$ cat src/design/cws_pkg.sv
`default_nettype none

package cws_pkg;

  // input word: the sample and eleven gains
  localparam int NUM_GAINS  = 11;
  localparam int NUM_FIELDS = NUM_GAINS + 1;

  // polynomial values carry this many fraction bits
  localparam int TFRAC = 30;

  // headroom of a polynomial value over its fraction bits, sign bit included
  localparam int T_GUARD = 3;

  // headroom of the accumulator over one gain product
  localparam int ACC_GUARD = 4;

  // integer bits added to the sample width on the result
  localparam int OUT_GUARD = 4;

endpackage

`default_nettype wire

$ cat src/design/cws_tail.sv
`default_nettype none

module cws_tail #(
  parameter int SW = 16,
  parameter int TW = 33,
  parameter int AW = 53,
  parameter int OW = 20
) (
  input  wire                  clk_i,
  input  wire                  rst_ni,
  input  wire                  en_i,
  input  wire                  valid_i,
  input  wire signed [TW-1:0]  cur_i,
  input  wire signed [AW-1:0]  acc_i,
  input  wire signed [SW-1:0]  gain_i,
  output logic                 valid_o,
  output logic signed [OW-1:0] data_o
);

  import cws_pkg::*;

  localparam int PW = SW + TW;
  localparam logic [AW-1:0] Half = AW'(64'd1 << (TFRAC - 1));
  localparam logic [OW-1:0] MaxPos = {1'b0, {(OW-1){1'b1}}};
  localparam logic [OW-1:0] MaxNeg = {1'b1, {(OW-1){1'b0}}};

  logic signed [PW-1:0] g_ext, cur_ext, gprod;
  logic signed [AW-1:0] acc_d, scaled;
  logic [AW-OW:0]       hi_bits;
  logic signed [OW-1:0] data_d;

  logic                 valid_q, out_valid_q;
  logic signed [AW-1:0] acc_q;
  logic signed [OW-1:0] data_q;

  always_comb begin
    g_ext   = {{(PW-SW){gain_i[SW-1]}}, gain_i};
    cur_ext = {{(PW-TW){cur_i[TW-1]}}, cur_i};
    gprod   = g_ext * cur_ext;
    acc_d   = acc_i + {{(AW-PW){gprod[PW-1]}}, gprod};
  end

  // round to the sample fraction and clamp
  always_comb begin
    scaled  = (acc_q + $signed(Half)) >>> TFRAC;
    hi_bits = scaled[AW-1:OW-1];
    if ((&hi_bits) || !(|hi_bits)) begin
      data_d = scaled[OW-1:0];
    end else if (scaled[AW-1]) begin
      data_d = $signed(MaxNeg);
    end else begin
      data_d = $signed(MaxPos);
    end
  end

  always_ff @(posedge clk_i or negedge rst_ni) begin
    if (!rst_ni) begin
      valid_q     <= 1'b0;
      out_valid_q <= 1'b0;
    end else if (en_i) begin
      valid_q     <= valid_i;
      out_valid_q <= valid_q;
    end
  end

  always_ff @(posedge clk_i) begin
    if (en_i) begin
      acc_q  <= acc_d;
      data_q <= data_d;
    end
  end

  assign valid_o = out_valid_q;
  assign data_o  = data_q;

  a_rise_from_sum : assert property (@(posedge clk_i) disable iff (!rst_ni)
    $rose(out_valid_q) |-> $past(valid_q))
    else $error("result word appeared without a finished sum");

  a_sign_kept : assert property (@(posedge clk_i) disable iff (!rst_ni)
    en_i && valid_q && !acc_q[AW-1] |=> !data_q[OW-1])
    else $error("non-negative sum gave a negative result");

  a_hold_stall : assert property (@(posedge clk_i) disable iff (!rst_ni)
    !en_i |=> $stable(data_q) && $stable(out_valid_q))
    else $error("result register moved while stalled");

endmodule

`default_nettype wire
$ cat config.mk
export PLATFORM = sky130hd
export DESIGN_NAME = cws_tail
export DESIGN_NICKNAME = d
export VERILOG_FILES = /design/src/design/cws_pkg.sv /design/src/design/cws_tail.sv
export SDC_FILE = /design/constraint.sdc
export NUM_CORES = 2
export LEC_CHECK = 0
export BUFFER_PORTS_ARGS = -buffer_cell sky130_fd_sc_hd__buf_2
export CAP_MARGIN = 15
export CORE_MARGIN = 2
export CORE_UTILIZATION = 65
export DETAILED_ROUTE_END_ITERATION = 10
export GPL_TIMING_DRIVEN = 1
export PLACE_DENSITY = 0.82
export SYNTH_ARGS = -nofsm -noshare
export SYNTH_HDL_FRONTEND = slang
export SYNTH_SLANG_ARGS = --single-unit
$ cat constraint.sdc
create_clock -name clk_i -period 5.5 [get_ports clk_i]
set_input_delay 1.1 -clock clk_i [delete_from_list [all_inputs] [get_ports clk_i]]
set_output_delay 1.1 -clock clk_i [all_outputs]
set_load 0.05 [all_outputs]
==> impl_results.md <==
* Outcome: finished with violations
* Post-synth EDFFs at 44
* Routability cong. at 0.981
* Initial core utilization at 66.2%
* Worst path buffer plus inverter count at 8
* First-pass iteration count of the detailed router at 8
* Drt drc at 0
* Min Hold Slack at 518 ps
* Top Ports at 127
* Top delay family on crit path: adder cells
* Top FF cell, synth: edfxtp_1
* TritonCTS Buffers at 5
* Vias in the first global route at 21700
* Worst hold path class: reg2reg
* Largest net degree at the start of global routing at 47
* DRT antenna net count at 0
* Setup WS post-layout at -3810 ps
* Required time worst endpoint at 5540 ps
* IO Port Bufs at 126
* CP Max Fanout at 17
* RSZ-0062 raised after global routing: yes
* Cell area after synthesis at 22300 µm²
* Worst stage delay on the critical path at 570 ps
* # diodes at 0
* Share of post-route cells with drive strength above 1 at 28.7%
* Failing checks: negative setup slack
* WP data arrival at 9350 ps
* Die Height at 189 µm
* Area delta synth->final at 29.1%
* Clk_skew at 3.77 ps
* Kind of critical path: in2reg
* Fmax at 107 MHz
* H-tree Lvls at 2
* Synth area leader: fa_1
* Post-Syn Nets at 3295
* Yosys warns at 0
* Clk root buf: clkbuf_16
* Hold Vio Cnt, Final at 0
* Initial antenna violation count at 1
* Syn Inst Count at 2520
* Final Net Count at 3824
* Critical Path End Type: flop
* Die area at 35700 µm²
* Seq cells post-synth at 46
* GRT overflow at 0
* Die width at 189 µm
* Synth top area share at 45.0%
* Row count at 67
* Slew HR at 33.7%
* Synth area leaders: fa_1, inv_1, ha_1
* Actual slew at the worst max-slew pin at 995 ps
* CP Launch Type: primary input
* WL per Instance at 23.2 µm
* Maxcap violations at 0
* Core area at 33600 µm²
* Syn Area/Cell at 8.83 µm²
* Reg clk slew, reported paths at 60 ps
* Sink Count at 46
* Period minus WS final at 9310 ps
* GRT Util Overall at 37.6%
* Via count at 22000
* Detailed Route WL at 81100 µm
* CTS tree: built
* # hold bufs at CTS at 0
* Fin. max-slew vios at 0
* # setup viols final at 24
* Synth unique cells at 76
* First-pass GRT wire length at 107000 µm
* Cell mode on critical path: fa_1
* Via/cell ratio at 6.28
* Post-synth ARST share at 4.35%
* Most common cell after layout, fill and taps aside: inv_1
* Commonest non-fill, non-tap cells in the layout: inv_1, fa_1, buf_4
* Slowest-stage cell, CP: fa_1
* Later-pin clock latency in the skew report at 290 ps
* Period utilization at 169%
* Clock Tree Buf Depth at 2
* Sequential area share after synthesis at 6.16%
* Hpwl dp at 54000 µm
* 1st-iter DRT viols at 2562
-- worst paths after layout --
kind                            startpoint  slack, ps  cells after the start         to
max in group asynchronous           rst_ni       4820                      1    valid_o
worst max-delay path             gain_i[4]      -3810                     33  acc_q[50]
worst min-delay path               valid_o        520                      1    valid_o
worst min register to register     valid_o        520                      1    valid_o
min in group asynchronous           rst_ni        590                      1    valid_q
worst max register to register   acc_q[29]       2440                     10  data_o[5]
-- repair_timing --
action / CTS / global route
resized for setup: 124 / 237
pin swaps: 75 / 135
gates cloned: 0 / 1
setup buffers: 44 / 47
endpoints found under the setup margin: 24 / 24
-- synth_stat cells, types with 7 or more instances --
cell type	number
nand2_1	365
ha_1	169
nor2_1	77
a31oi_1	7
nor2b_1	16
a21oi_1	81
edfxtp_1	44
and3_1	12
nand4_1	15
and2_1	178
xor2_1	28
fa_1	500
nand3_1	30
clkbuf_1	93
and4_1	7
o211ai_1	8
o21a_1	15
o21bai_1	9
o21ai_0	64
nor3_1	8
xnor2_1	63
inv_1	597
nand2b_1	15
a21o_1	31
-- logic make-up after synthesis --
kind of cell,share of synthesized area [%]
and+or+nand+nor,15.8
DFF,6.16
adders and majority gates,54.5
muxes,0.146
buffers and inverters,11.8
xor gates and xnor gates,3.65
AOI/OAI and AO/OA,7.97
-- through the flow --
stage	TNS (ps)	utilization [%]	instances	cell area, µm²	setup slack, ps
global route	-86790	85.5	3498	28700	-4000
floorplan	-61550	-	2520	22900	-2910
finish	-82580	85.5	3498	28700	-3810
CTS	-69970	81.8	3458	27500	-3240
detailed placement	-82010	79.0	3407	26500	-3710
global placement	-78080	79.0	3407	26500	-3570
-- final cells by class --
cell class	count	area (µm²)
Clock buffer	6	129
Clock inverter	2	8.76
Fill cell	1471	4880
Inverter	597	2240
Multi-Input combinational cell	1779	19500
Sequential cell	46	1370
Tap cell	448	561
Timing Repair Buffer	620	4970
-- registers in the layout, indices dropped and copies added, names as in the netlist --
signal / count
acc_q: 24
data_o: 20
valid_o: 1
valid_q: 1
-- metal layers --
metal / vias up / part of all wire, % / global-route usage (%)
li1: 8664 / - / -
met1: 10400 / 33 / 49.2
met2: 2102 / 46 / 63.9
met3: 750 / 13 / 7.78
met4: 2 / 8.4 / 10.6
met5: - / 0.016 / 0
Power is left out: the tool's default activity adds up to more than one toggle a clock period on the data nets, which glitch-free logic cannot reach.
