## src/design/cws_cell.sv

```systemverilog
`default_nettype none

module cws_cell #(
  parameter int SW = 16,
  parameter int TW = 33,
  parameter int AW = 53,
  parameter int GW = 176
) (
  input  wire                  clk_i,
  input  wire                  rst_ni,
  input  wire                  en_i,
  input  wire                  valid_i,
  input  wire signed [SW-1:0]  x_i,
  input  wire signed [TW-1:0]  prev_i,
  input  wire signed [TW-1:0]  cur_i,
  input  wire signed [AW-1:0]  acc_i,
  input  wire        [GW-1:0]  gains_i,
  output logic                 valid_o,
  output logic signed [SW-1:0] x_o,
  output logic signed [TW-1:0] prev_o,
  output logic signed [TW-1:0] cur_o,
  output logic signed [AW-1:0] acc_o,
  output logic       [GW-1:0]  gains_o
);

  localparam int PW    = SW + TW;
  localparam int Shift = SW - 2;
  localparam logic [PW-1:0] Half = PW'(64'd1 << (Shift - 1));

  logic signed [PW-1:0] x_ext, cur_ext, g_ext, prod, rnd, gprod;
  logic signed [TW-1:0] cur_d;
  logic signed [AW-1:0] acc_d;

  logic                 valid_q;
  logic signed [SW-1:0] x_q;
  logic signed [TW-1:0] prev_q, cur_q;
  logic signed [AW-1:0] acc_q;
  logic        [GW-1:0] gains_q;

  always_comb begin
    x_ext   = {{(PW-SW){x_i[SW-1]}}, x_i};
    g_ext   = {{(PW-SW){gains_i[SW-1]}}, gains_i[SW-1:0]};
    cur_ext = {{(PW-TW){cur_i[TW-1]}}, cur_i};
    // 2*x*T(k) at the polynomial scale, rounded half up
    prod    = x_ext * cur_ext;
    rnd     = (prod + $signed(Half)) >>> Shift;
    cur_d   = $signed(rnd[TW-1:0]) - prev_i;
    // weight the incoming term while the next one is formed
    gprod   = g_ext * cur_ext;
    acc_d   = acc_i + {{(AW-PW){gprod[PW-1]}}, gprod};
  end

  always_ff @(posedge clk_i or negedge rst_ni) begin
    if (!rst_ni) begin
      valid_q <= 1'b0;
    end else if (en_i) begin
      valid_q <= valid_i;
    end
  end

  always_ff @(posedge clk_i) begin
    if (en_i) begin
      x_q     <= x_i;
      prev_q  <= cur_i;
      cur_q   <= cur_d;
      acc_q   <= acc_d;
      gains_q <= gains_i >> SW;
    end
  end

  assign valid_o = valid_q;
  assign x_o     = x_q;
  assign prev_o  = prev_q;
  assign cur_o   = cur_q;
  assign acc_o   = acc_q;
  assign gains_o = gains_q;

endmodule

`default_nettype wire

```

## config.mk

```make
export PLATFORM = sky130hd
export DESIGN_NAME = cws_cell
export DESIGN_NICKNAME = d
export VERILOG_FILES = /design/src/design/cws_cell.sv
export SDC_FILE = /design/constraint.sdc
export NUM_CORES = 2
export LEC_CHECK = 0
export CAP_MARGIN = 10
export CELL_PAD_IN_SITES_DETAIL_PLACEMENT = 1
export CELL_PAD_IN_SITES_GLOBAL_PLACEMENT = 2
export CORE_UTILIZATION = 43
export CTS_CLUSTER_DIAMETER = 50
export DETAILED_ROUTE_END_ITERATION = 10
export DONT_BUFFER_PORTS = 1
export PLACE_DENSITY = 0.91
export SLEW_MARGIN = 20
export SYNTH_ARGS = -nofsm -noshare
export SYNTH_HDL_FRONTEND = slang
export SYNTH_SLANG_ARGS = --single-unit
```

## constraint.sdc

```tcl
create_clock -name clk_i -period 0.97 [get_ports clk_i]
set_clock_uncertainty 0.1 [all_clocks]
set_input_delay 0.097 -clock clk_i [delete_from_list [all_inputs] [get_ports clk_i]]
set_output_delay 0.097 -clock clk_i [all_outputs]
set_load 0.02 [all_outputs]
```

==> impl_metrics.tcl <==
set metrics [dict create \
    crit_fanout 33 \
    initial_utilization_pct 43.56 \
    synth_top_area_share_pct 40.86 \
    die_h_um 337.5 \
    hp-class "in2reg" \
    fin_nets 7299 \
    ys_warn_count 0 \
    grt_max_degree 297 \
    finalCritPeriodShare_pct 773.3 \
    grt_pass1_vias 44060 \
    criticalPathCategory "in2reg" \
    routed_via_density 5.211 \
    cp_data_required_time_ns 1.24 \
    cts-root-buf "clkbuf_16" \
    vias 37610 \
    ant_nets 0 \
    final_max_slew_viol_count 0 \
    gp_congestion 0.8414 \
    path_common_cell "fa_1" \
    synthFlopType "edfxtp_1" \
    cp_slowest_stage_delay_ns 0.60 \
    worst_pin_slew_ns 0.6114 \
    layout_setup_ws_ns -6.531 \
    drtIter0Drc 1884 \
    ys_seq_area_share_pct 18.35 \
    synth_seq_cells 296 \
    grt_overflow_total 0 \
    dr.pass1.iters 6 \
    cts.clk_slew.worst_paths_ns 0.06 \
    relSlewSlack_pct 59.24 \
    cts_inserted_buffers 43 \
    min_period_ns 7.501 \
    ios 627 \
    antenna_found_initial 9 \
    clockBufferDepth 3 \
    design.core.area_um2 111100 \
    num_rows 122 \
    synth.distinct_cells 80 \
    drcViolationCount 0 \
    cts.sinks 296 \
    r2r_cells 1 \
    cp.arrival_ns 7.77 \
    rsz0062_at_grt "true" \
    max_freq_ghz 0.1333 \
    status "finished with violations" \
    grt_pass1_wl_um 252500 \
    endpoint_kind "flip-flop" \
    die_width_um 337.5 \
    grt_use_total_pct 29.13 \
    hpwl_um 109000 \
    synthArstFlopShare_pct 0.3378 \
    synth_top_area_cell "fa_1" \
    synth_area_per_cell_um2 9.896 \
    cp_slowest_cell "fa_1" \
    area_delta_synth_final_pct 28.75 \
    whs_path_depth 0 \
    drive_above_1_share_pct 20.42 \
    htreeDepth 2 \
    violations "negative hold slack, negative setup slack" \
    wl_per_cell_um 22.93 \
    syn_area_um2 48410 \
    synth.area.top_cells "fa_1, edfxtp_1, inv_1, ha_1, nand2_1" \
    io_buffers 0 \
    synth_edf_count 295 \
    maxCapViolations 0 \
    finalSetupViolations 434 \
    hold_viol 363 \
    wl_um 165500 \
    cts_tree "yes" \
    insertion_delay_ns 0.61 \
    critPathLaunchType "input pin" \
    whs_ns -0.4959 \
    fp.dieArea_um2 113900 \
    fillers 12080 \
    netlist_instances 4892 \
]
per-layer routing:
layer | part of all wire (%) | up-vias | GRT usage [%]
li1 | - | 16260 | -
met4 | 5.1 | 2 | 14.43
met1 | 35 | 19640 | 31.66
met3 | 6.6 | 460 | 6.223
met2 | 53 | 1244 | 53.27
met5 | 0.0042 | - | 0
cells in the mapped netlist (4+ instances only):
master	number
a211o_1	6
a211oi_1	15
a21boi_0	5
a21o_1	73
a21oi_1	127
a221oi_1	4
a31oi_1	11
a41o_1	4
and2_1	353
and3_1	17
buf_1	4
buf_4	16
clkbuf_1	199
edfxtp_1	295
fa_1	988
ha_1	309
inv_1	1154
nand2_1	689
nand2b_1	48
nand3_1	37
nand4_1	12
nor2_1	115
nor2b_1	23
nor3_1	18
o2111ai_1	4
o211ai_1	6
o21a_1	27
o21ai_0	48
o21ai_1	9
o21bai_1	22
o22ai_1	4
o31a_1	8
o31ai_1	8
xnor2_1	132
xor2_1	37
final timing paths:
check,startpoint,endpoint,slack [ns]
max in group asynchronous,rst_ni,valid_o,0.52
worst min register to register,valid_o,valid_o,0.46
min in group asynchronous,rst_ni,valid_o,0.15
worst max register to register,valid_o,valid_o,0.09
worst max-delay path,gains_i[3],acc_o[49],-6.53
worst min-delay path,en_i,gains_o[155],-0.50
registers in the layout (all words and copies together), names as in the netlist:
register	cells
acc_o	53
cur_o	33
gains_o	160
prev_o	33
valid_o	1
x_o	16
cells by family (layout without fill, tap and decap cells):
logic type | count (synthesis) | in the layout | synth area share, %
buffers and inverters | 1375 | 2189 | 10.79
AND/OR/NAND/NOR | 1332 | 1332 | 12.99
adder cells (fa/ha/maj) | 1297 | 1297 | 48.84
AO/OA/AOI/OAI | 420 | 420 | 5.893
flip-flops | 296 | 296 | 18.35
XOR/XNOR | 170 | 170 | 3.104
other | 1 | 24 | 0.007746
multiplexers | 1 | 1 | 0.02326
stage by stage:
| stage | setup slack [ns] | setup TNS, ns | util [%] | instances | area [um2] |
|---|---|---|---|---|---|
| detailed placement | -7.300 | -498.03 | 48.89 | 6674 | 54330 |
| global placement | -7.130 | -486.22 | 48.89 | 6674 | 54330 |
| global route | -6.798 | -580.25 | 56.07 | 7212 | 62310 |
| finish | -6.531 | -559.22 | 56.09 | 7217 | 62330 |
| CTS | -6.350 | -544.55 | 54.84 | 7157 | 60940 |
| floorplan | -6.580 | -448.56 | - | 4907 | 50410 |
area by class of cell:
type	instances	area [um2]	area share, %
Multi-Input combinational cell	3236	37370	59.95
Sequential cell	296	8884	14.25
Timing Repair Buffer	956	8364	13.42
Inverter	1154	4347	6.974
Tap cell	1488	1862	2.987
Clock buffer	48	1095	1.757
Clock inverter	31	389.1	0.6243
Antenna cell	8	20.02	0.03212
worst max-delay path: cells and delay by family:
kind	cells	cell delay, ns
adders and majority gates	8	3.36
AOI/OAI and AO/OA	15	2.90
buffers and inverters	7	0.65
and+or+nand+nor	4	0.42
xor gates and xnor gates	2	0.28
cell usage in the layout (no fill, tap or decap), types with 19 or more instances in the layout:
master | synthesis | routed
fa_1 | 988 | 963
buf_6 | 0 | 75
edfxtp_1 | 295 | 295
xnor2_1 | 132 | 107
fa_2 | 0 | 25
nand3_1 | 37 | 21
xor2_1 | 37 | 31
a21o_1 | 73 | 73
ha_4 | 0 | 65
a21oi_2 | 1 | 55
and2_1 | 353 | 324
inv_2 | 0 | 44
xnor2_2 | 0 | 19
ha_1 | 309 | 235
buf_4 | 16 | 530
dlygate4sd3_1 | 0 | 345
a21oi_1 | 127 | 59
inv_1 | 1154 | 1106
nor2_2 | 0 | 22
nand2b_1 | 48 | 41
and2_4 | 0 | 29
o21a_1 | 27 | 27
clkbuf_16 | 0 | 43
o21ai_1 | 9 | 23
nor2_1 | 115 | 80
nand2_1 | 689 | 656
what timing repair did:
action / in CTS / in global routing
gates resized for setup: 249 / 220
setup buffers: 64 / 59
hold endpoints to repair: 587 / 367
pin swaps: 152 / 138
setup endpoints to repair: 380 / 409
hold buffers: 345 / 2
cloned: 0 / 0
Power is left out: the tool's default activity adds up to more than one toggle a clock period on the data nets, which glitch-free logic cannot reach.
